### src/positional_list_engine_assert.svh
// assertion macros for the list engine
`ifndef POSITIONAL_LIST_ENGINE_ASSERT_SVH
`define POSITIONAL_LIST_ENGINE_ASSERT_SVH
`ifndef SYNTHESIS
`define PLE_ASSERT(lbl, clk, rstn, prop, msg) \
	lbl: assert property (@(posedge clk) disable iff (!(rstn)) (prop)) else $error(msg);
`define PLE_ASSERT_IMPL(lbl, clk, rstn, ante, cons, msg) \
	lbl: assert property (@(posedge clk) disable iff (!(rstn)) (ante) |-> (cons)) \
		else $error(msg);
`else
`define PLE_ASSERT(lbl, clk, rstn, prop, msg)
`define PLE_ASSERT_IMPL(lbl, clk, rstn, ante, cons, msg)
`endif
`endif

### src/ple_pkg.sv
// ----------------------------------------------------------------------------
// ple_pkg
// request codes, status codes and shared types of the positional list engine
// ----------------------------------------------------------------------------
package ple_pkg;

	localparam logic [3:0] MODE_INS_FRONT = 4'd0;
	localparam logic [3:0] MODE_INS_BACK  = 4'd1;
	localparam logic [3:0] MODE_INS_AT    = 4'd2;
	localparam logic [3:0] MODE_DEL_FRONT = 4'd3;
	localparam logic [3:0] MODE_DEL_BACK  = 4'd4;
	localparam logic [3:0] MODE_DEL_AT    = 4'd5;
	localparam logic [3:0] MODE_READ      = 4'd6;
	localparam logic [3:0] MODE_FIND      = 4'd7;
	localparam logic [3:0] MODE_CLEAR     = 4'd8;

	localparam logic [2:0] ST_OK        = 3'd0;
	localparam logic [2:0] ST_BAD_INDEX = 3'd1;
	localparam logic [2:0] ST_EMPTY     = 3'd2;
	localparam logic [2:0] ST_NOT_FOUND = 3'd3;
	localparam logic [2:0] ST_FULL      = 3'd4;

	// cells per reduction group
	localparam int GROUP_SIZE = 8;
	localparam int LOC_W      = 3;

	// broadcast command to every cell of the chain
	typedef struct packed {
		logic ins;
		logic del;
		logic rd;
		logic fnd;
	} cell_cmd_t;

endpackage

### src/ple_cell.sv
// ----------------------------------------------------------------------------
// ple_cell
// one list position: holds a word, shifts with its neighbours, compares
// ----------------------------------------------------------------------------
module ple_cell #(
	parameter int POS        = 0,
	parameter int CW         = 6,
	parameter int DATA_WIDTH = 32
) (
	input  logic                  clk,
	input  ple_pkg::cell_cmd_t    cmd,
	input  logic [CW-1:0]         pos,
	input  logic [CW-1:0]         count,
	input  logic [DATA_WIDTH-1:0] new_word,
	input  logic [DATA_WIDTH-1:0] prev_word,
	input  logic [DATA_WIDTH-1:0] next_word,
	output logic [DATA_WIDTH-1:0] word,
	output logic                  match_s1,
	output logic [DATA_WIDTH-1:0] rd_data_s1
);

	localparam logic [CW-1:0] MY_POS = CW'(POS);

	logic [DATA_WIDTH-1:0] word_q;

	always_ff @(posedge clk) begin
		// insert opens a gap at pos, delete closes it
		if (cmd.ins && (MY_POS >= pos)) begin
			word_q <= (MY_POS == pos) ? new_word : prev_word;
		end else if (cmd.del && (MY_POS >= pos)) begin
			word_q <= next_word;
		end
		match_s1   <= cmd.fnd && (MY_POS < count) && (word_q == new_word);
		rd_data_s1 <= (cmd.rd && (MY_POS == pos)) ? word_q : '0;
	end

	assign word = word_q;

endmodule

### src/ple_group.sv
// ----------------------------------------------------------------------------
// ple_group
// first-match encode and read-data merge over one group of cells
// ----------------------------------------------------------------------------
module ple_group #(
	parameter int DATA_WIDTH = 32
) (
	input  logic                                             clk,
	input  logic [ple_pkg::GROUP_SIZE-1:0]                   match,
	input  logic [ple_pkg::GROUP_SIZE-1:0][DATA_WIDTH-1:0]   rd_data,
	output logic                                             any_s2,
	output logic [ple_pkg::LOC_W-1:0]                        loc_s2,
	output logic [DATA_WIDTH-1:0]                            data_s2
);

	logic [ple_pkg::LOC_W-1:0] loc;
	logic [DATA_WIDTH-1:0]     data;

	always_comb begin
		loc  = '0;
		data = '0;
		// lowest matching cell wins
		for (int i = ple_pkg::GROUP_SIZE - 1; i >= 0; i--) begin
			if (match[i]) begin
				loc = ple_pkg::LOC_W'(i);
			end
		end
		for (int i = 0; i < ple_pkg::GROUP_SIZE; i++) begin
			data = data | rd_data[i];
		end
	end

	always_ff @(posedge clk) begin
		any_s2  <= |match;
		loc_s2  <= loc;
		data_s2 <= data;
	end

endmodule

### src/positional_list_engine.sv
// ----------------------------------------------------------------------------
// positional_list_engine
// bounded ordered list with clear, find by value, and insert, delete and read at a position
// ----------------------------------------------------------------------------
// channel   direction  handshake          fields
// request   in         start, busy        mode, index, value
// result    out        done (one cycle)   status, read_value, found_index,
//                                         entry_count
//
// a request is taken on any cycle start is high; busy stays low
// the result strobes done once the request has passed valid_s1 and valid_s2
// insert and delete shift the cell chain at the accepting edge, read and
// find go through per-cell compare, group encode and a final pick stage
// reset clears the entry count and the valid pipeline with done; stored words are undefined until written
// the receiver cannot stall, so results are never held back
// ----------------------------------------------------------------------------
`include "positional_list_engine_assert.svh"

module positional_list_engine #(
	parameter int LIST_DEPTH = 32,
	parameter int DATA_WIDTH = 32
) (
	input  logic               clk,
	input  logic               arst_n,
	input  logic               start,
	output logic               busy,
	input  logic [3:0]         mode,
	input  logic [5:0]         index,
	input  logic signed [31:0] value,
	output logic               done,
	output logic [2:0]         status,
	output logic signed [31:0] read_value,
	output logic [4:0]         found_index,
	output logic [5:0]         entry_count
);

	localparam int CW = $clog2(LIST_DEPTH + 1);
	localparam int IW = (CW > 6) ? CW : 6;
	localparam int GS = ple_pkg::GROUP_SIZE;
	localparam int NG = (LIST_DEPTH + GS - 1) / GS;
	localparam int GW = (NG > 1) ? $clog2(NG) : 1;
	localparam logic [CW-1:0] FULL_CNT = CW'(LIST_DEPTH);

	logic [CW-1:0]         count_q;
	logic [CW-1:0]         count_d;
	logic [CW-1:0]         pos;
	logic [2:0]            status_pre;
	ple_pkg::cell_cmd_t    cmd;
	logic                  accept;
	logic [IW-1:0]         idx_x;
	logic [IW-1:0]         cnt_x;
	logic                  empty;
	logic                  full;
	logic signed [63:0]    value_ext;
	logic [DATA_WIDTH-1:0] new_word;

	assign busy      = 1'b0;
	assign accept    = start && !busy;
	assign idx_x     = IW'(index);
	assign cnt_x     = IW'(count_q);
	assign empty     = (count_q == '0);
	assign full      = (count_q == FULL_CNT);
	assign value_ext = 64'(value);
	assign new_word  = value_ext[DATA_WIDTH-1:0];

	always_comb begin
		cmd        = '0;
		pos        = '0;
		status_pre = ple_pkg::ST_OK;
		count_d    = count_q;
		unique case (mode)
			ple_pkg::MODE_INS_FRONT, ple_pkg::MODE_INS_BACK: begin
				pos = (mode == ple_pkg::MODE_INS_FRONT) ? '0 : count_q;
				if (full) begin
					status_pre = ple_pkg::ST_FULL;
				end else begin
					cmd.ins = 1'b1;
					count_d = count_q + 1'b1;
				end
			end
			ple_pkg::MODE_INS_AT: begin
				pos = CW'(index);
				if (idx_x > cnt_x) begin
					status_pre = ple_pkg::ST_BAD_INDEX;
				end else if (full) begin
					status_pre = ple_pkg::ST_FULL;
				end else begin
					cmd.ins = 1'b1;
					count_d = count_q + 1'b1;
				end
			end
			ple_pkg::MODE_DEL_FRONT, ple_pkg::MODE_DEL_BACK: begin
				pos = (mode == ple_pkg::MODE_DEL_FRONT) ? '0 : count_q - 1'b1;
				if (empty) begin
					status_pre = ple_pkg::ST_EMPTY;
				end else begin
					cmd.del = 1'b1;
					count_d = count_q - 1'b1;
				end
			end
			ple_pkg::MODE_DEL_AT, ple_pkg::MODE_READ: begin
				pos = CW'(index);
				if (empty) begin
					status_pre = ple_pkg::ST_EMPTY;
				end else if (idx_x >= cnt_x) begin
					status_pre = ple_pkg::ST_BAD_INDEX;
				end else if (mode == ple_pkg::MODE_READ) begin
					cmd.rd = 1'b1;
				end else begin
					cmd.del = 1'b1;
					count_d = count_q - 1'b1;
				end
			end
			ple_pkg::MODE_FIND: begin
				if (empty) begin
					status_pre = ple_pkg::ST_EMPTY;
				end else begin
					cmd.fnd = 1'b1;
				end
			end
			ple_pkg::MODE_CLEAR: begin
				count_d = '0;
			end
			default: begin
			end
		endcase
		if (!accept) begin
			cmd     = '0;
			count_d = count_q;
		end
	end

	always_ff @(posedge clk or negedge arst_n) begin
		if (!arst_n) begin
			count_q <= '0;
		end else begin
			count_q <= count_d;
		end
	end

	// cell chain
	logic [LIST_DEPTH-1:0][DATA_WIDTH-1:0] words;
	logic [NG*GS-1:0]                      match_s1;
	logic [NG*GS-1:0][DATA_WIDTH-1:0]      rd_s1;

	for (genvar p = 0; p < LIST_DEPTH; p++) begin : g_cell
		ple_cell #(
			.POS        (p),
			.CW         (CW),
			.DATA_WIDTH (DATA_WIDTH)
		) u_cell (
			.clk        (clk),
			.cmd        (cmd),
			.pos        (pos),
			.count      (count_q),
			.new_word   (new_word),
			.prev_word  ((p == 0) ? new_word : words[(p == 0) ? 0 : p - 1]),
			.next_word  (words[(p == LIST_DEPTH - 1) ? p : p + 1]),
			.word       (words[p]),
			.match_s1   (match_s1[p]),
			.rd_data_s1 (rd_s1[p])
		);
	end

	for (genvar p = LIST_DEPTH; p < NG * GS; p++) begin : g_pad
		assign match_s1[p] = 1'b0;
		assign rd_s1[p]    = '0;
	end

	// group stage
	logic [NG-1:0]                     any_s2;
	logic [NG-1:0][ple_pkg::LOC_W-1:0] loc_s2;
	logic [NG-1:0][DATA_WIDTH-1:0]     data_s2;

	for (genvar g = 0; g < NG; g++) begin : g_grp
		ple_group #(
			.DATA_WIDTH (DATA_WIDTH)
		) u_grp (
			.clk     (clk),
			.match   (match_s1[g*GS +: GS]),
			.rd_data (rd_s1[g*GS +: GS]),
			.any_s2  (any_s2[g]),
			.loc_s2  (loc_s2[g]),
			.data_s2 (data_s2[g])
		);
	end

	// sideband pipeline
	logic       valid_s1, valid_s2;
	logic [2:0] status_s1, status_s2;
	logic       rd_s1_q, rd_s2;
	logic       fnd_s1, fnd_s2;
	logic [CW-1:0] cnt_s1, cnt_s2;

	always_ff @(posedge clk or negedge arst_n) begin
		if (!arst_n) begin
			valid_s1 <= 1'b0;
			valid_s2 <= 1'b0;
			done     <= 1'b0;
		end else begin
			valid_s1 <= accept;
			valid_s2 <= valid_s1;
			done     <= valid_s2;
		end
	end

	always_ff @(posedge clk) begin
		status_s1 <= status_pre;
		rd_s1_q   <= cmd.rd;
		fnd_s1    <= cmd.fnd;
		cnt_s1    <= count_d;
		status_s2 <= status_s1;
		rd_s2     <= rd_s1_q;
		fnd_s2    <= fnd_s1;
		cnt_s2    <= cnt_s1;
	end

	// final pick over groups
	logic                  any_f;
	logic [GW-1:0]         grp_f;
	logic [DATA_WIDTH-1:0] data_f;
	logic [GW+ple_pkg::LOC_W-1:0] found_pos;
	logic signed [63:0]    rd_ext;

	always_comb begin
		any_f  = 1'b0;
		grp_f  = '0;
		data_f = '0;
		for (int g = NG - 1; g >= 0; g--) begin
			if (any_s2[g]) begin
				any_f = 1'b1;
				grp_f = GW'(g);
			end
		end
		for (int g = 0; g < NG; g++) begin
			data_f = data_f | data_s2[g];
		end
	end

	assign found_pos = {grp_f, loc_s2[grp_f]};
	assign rd_ext    = 64'($signed(data_f));

	always_ff @(posedge clk) begin
		entry_count <= 6'(cnt_s2);
		if (fnd_s2) begin
			status      <= any_f ? ple_pkg::ST_OK : ple_pkg::ST_NOT_FOUND;
			found_index <= any_f ? 5'(found_pos) : 5'd0;
		end else begin
			status      <= status_s2;
			found_index <= 5'd0;
		end
		read_value <= rd_s2 ? rd_ext[31:0] : '1;
	end

	`PLE_ASSERT_IMPL(a_latency, clk, arst_n, accept, ##3 done, "result strobe missing")
	`PLE_ASSERT_IMPL(a_no_spurious, clk, arst_n, done, $past(accept, 3), "result without request")
	`PLE_ASSERT(a_count_bound, clk, arst_n, count_q <= FULL_CNT, "entry count above depth")
	`PLE_ASSERT_IMPL(a_err_read, clk, arst_n, done && (status != ple_pkg::ST_OK), &read_value, "error result carries read data")
	`PLE_ASSERT_IMPL(a_found_ok, clk, arst_n, done && (found_index != 5'd0), status == ple_pkg::ST_OK, "found index on failed request")

endmodule
### config.mk
export PLATFORM = sky130hd
export DESIGN_NAME = positional_list_engine
export DESIGN_NICKNAME = d
export VERILOG_FILES = /design/src/ple_pkg.sv /design/src/ple_cell.sv /design/src/ple_group.sv /design/src/positional_list_engine.sv
export VERILOG_INCLUDE_DIRS = /design/src /design/src/src
export SDC_FILE = /design/constraint.sdc
export NUM_CORES = 2
export LEC_CHECK = 0
export BUFFER_PORTS_ARGS = -buffer_cell sky130_fd_sc_hd__clkbuf_2
export CORE_ASPECT_RATIO = 1.75
export CORE_MARGIN = 4
export CORE_UTILIZATION = 45
export DETAILED_ROUTE_END_ITERATION = 10
export SYNTH_ARGS = -nofsm -noshare
export SYNTH_HDL_FRONTEND = slang
export SYNTH_SLANG_ARGS = --single-unit
### constraint.sdc
create_clock -name clk -period 4.7 [get_ports clk]
set_input_delay 0.235 -clock clk [delete_from_list [all_inputs] [get_ports clk]]
set_output_delay 0.235 -clock clk [all_outputs]
set_load 0.01 [all_outputs]
==> out/qor.txt <==
Outcome = complete, but fails checks
Failing checks = max-capacitance violations, max-slew violations
Clock sinks = 2301
Crit path DAT = 4.66 ns
Antenna viol nets, final = 0
CP Class = reg -> reg
Residual DRC count = 0
Drt first pass iters = 8
Commonest non-fill, non-tap cell in the layout = dfxtp_1
Top cells by area, synth = edfxtp_1 31%, dfxtp_1 25%, mux2i_1 6.3%, and2_1 6.2%, xor2_1 5.1%
Nets@finish = 9204
Hold Fails Final Rpt = 0
Worst reg2reg setup slack = 0.63 ns
All-Layer GR Usage = 35.43%
Worst-Margin Slew = 1.487 ns
Sequential share of the synthesized area = 55.95%
M2 GR Usage = 58.43%
CTS tree = done
FMAX = 245.5 MHz
Antenna violations before repair = 33
Skew-Pair Late Insertion Delay = 0.91 ns
R2R cell count = 10
Total congestion overflow = 0
Finished Layout Cells = 12270
DP HPWL = 307200 microns
Cells after DPL = 11810
Synth Register Bits = 2301
YS warnings = 0
Chip Height = 633.9 microns
Min cycle time layout = 4.074 ns
Final WL = 420800 microns
Setup TNS = 0 ns
M1 GR Usage = 38.81%
First-pass GRT wire length = 575100 microns
Resized Gates After CTS = 0
Footprint of the multi-input gates = 0.04204 sq mm
Wirelength per Cell = 34.31 microns
Register area = 0.05636 sq mm
Worst vdd ir = 0.3448 mV
Core Rows = 229
Fraction of registers with async set/reset = 0.3911%
Post-Synthesis Cells = 9171
Port-buffer cells = 91
Min-delay worst type = in -> reg
Maximum buffer depth of the clock tree = 4
Maxcap violations = 1
H-tree Lvls = 4
Initial Util = 45.25%
# fillers = 19880
Final Core Density = 50.72%
Area of the core = 0.2226 sq mm
Startpoint Class = register
Final Max Tran Viols = 1
Starting DRC count in detailed routing = 8454
Yosys top cell area share = 30.53%
Root buffer cell = clkbuf_16
Drt via density = 6.051
PwrDens = 408.6 mW/mm^2
Post-synth EDFFs = 1024
Final setup fails = 0
Maximum fanout along the worst path = 15
Layout cells sized above 1 = 12.85%
Avg Cell Area, Syn = 10.98 sq um
GR Util met3 = 4.827%
Via count = 74220
Layout area overhead = 12.10%
Clock skew = 0.07432 ns
Gpl congestion = 0.9920
Die area = 0.2318 sq mm
Die W = 365.7 microns
Vias in the first global route = 73210
Crit end category = register
Tcrit/Tclk final = 86.67%
Cell area after synthesis = 0.1007 sq mm
Syn Nets = 9226
WHS Path Cells = 3
Post-synthesis cell type count = 88
Ys flop type = dfxtp_1
Worst-path clk slew = 0.07 ns
RSZ-0062 raised after global routing = no
Required @ worst endpoint = 5.28 ns
Io pins = 93
Leak = 44.49 nW
Most frequent cells in the layout = 1268 x dfxtp_1, 1024 x edfxtp_1, 994 x and2_1, 750 x nand2_1, 639 x mux2i_1
Relative slew slack = -0.07951%
Total CTS buffers = 212
GRT busiest layer = met2
Area leader, netlist = edfxtp_1
Pin count of the biggest net entering global routing = 75
[cell usage after synthesis, types with 153 or more instances]
library cell / instances
nor4_1: 475
o21ai_0: 381
a21oi_1: 354
mux2_2: 252
and2_1: 993
xnor2_1: 437
edfxtp_1: 1024
nand2_1: 754
clkbuf_1: 427
nor2_1: 505
dfxtp_1: 1268
nand4_1: 153
xor2_1: 590
mux2i_1: 639
[flip-flops by register name, indices dropped and copies added, names as in the netlist, 6 cells and up]
name / cells
g_cell.u_cell.rd_data_s1: 1024
g_cell.u_cell.word: 1024
g_grp.u_grp.data_s2: 128
g_cell.u_cell.match_s1: 32
read_value: 32
g_grp.u_grp.loc_s2: 12
cnt_s1: 6
cnt_s2: 6
cnt_x: 6
entry_count: 6
[cell families (layout without fill, tap and decap cells)]
| family | after synthesis | in the layout | synth area share (%) |
|---|---|---|---|
| XOR/XNOR | 1027 | 1027 | 8.930 |
| multiplexers | 905 | 905 | 9.361 |
| AND/OR/NAND/NOR | 3101 | 3101 | 16.21 |
| AO/OA/AOI/OAI | 1105 | 1105 | 6.411 |
| adder cells (fa/ha/maj) | 10 | 10 | 0.1242 |
| flip-flops | 2301 | 2301 | 55.95 |
| buffers and inverters | 721 | 875 | 3.016 |
| other | 1 | 54 | 0.003723 |
[final cells by class]
class | instances | area share, %
well taps | 2887 | 3.199
inverters | 53 | 0.1762
clock inverters | 85 | 0.5917
multi-input cells | 6149 | 37.23
repair buffers | 432 | 3.160
diodes | 53 | 0.1175
flip-flops and latches | 2301 | 49.91
clock buffers | 305 | 5.613
[stage by stage]
stage | power (mW) | setup slack [ns] | instance area (sq um) | hold WS, ns
2_1_floorplan | 25.89 | -0.4760 | 100700 | -0.06059
4_1_cts | 46.10 | 0.7120 | 112800 | 0.0004718
5_1_grt | 47.19 | 0.5121 | 112900 | 0.05702
6_report | 46.14 | 0.6265 | 112900 | 0.05950
3_5_place_dp | 28.57 | 0.6588 | 105700 | 0.1501
3_3_place_gp | 28.51 | 0.6677 | 105700 | 0.1499
[worst max-delay path, stage by stage, from the launching register on]
cell	delay, ns
dfrtp_1	0.37
inv_1	0.17
ha_1	0.49
nor3b_1	0.24
buf_4	0.18
nand2_1	0.13
a311oi_4	0.82
nand3_2	0.59
buf_4	0.43
mux2i_1	0.24
a21oi_1	0.11
[what timing repair did]
action / CTS / global route
setup buffers: 0 / 0
hold buffers: 9 / 0
endpoints found under the hold margin: 20 / 0
[where the power goes]
group / total, mW / internal, mW / switching (mW)
clock network: 17.8 / 9.87 / 7.97
logic: 5.49 / 1.76 / 3.73
registers: 22.8 / 21.8 / 1.00
total: 46.1 / 33.4 / 12.7
[routing by layer]
layer,routed length [microns],share of wire (%),up-vias
met5,39,0.0093,-
met4,50510,12,6
met3,28900,6.9,1385
met2,199400,47,4087
met1,142000,34,36660
li1,-,-,32080
[final timing paths]
kind / from / to
max: cnt_x[1]$_DFF_PN0_ / g_cell[8].u_cell.word[16]$_DFFE_PP_
min: value[29] / g_cell[24].u_cell.word[29]$_DFFE_PP_
max reg2reg: cnt_x[1]$_DFF_PN0_ / g_cell[8].u_cell.word[16]$_DFFE_PP_
min reg2reg: cnt_s1[1]$_DFF_P_ / cnt_s2[1]$_DFF_P_
max in group asynchronous: arst_n / valid_s2$_DFF_PN0_
min in group asynchronous: arst_n / cnt_x[4]$_DFF_PN0_
No activity file was read; power rests on OpenSTA's default activity.
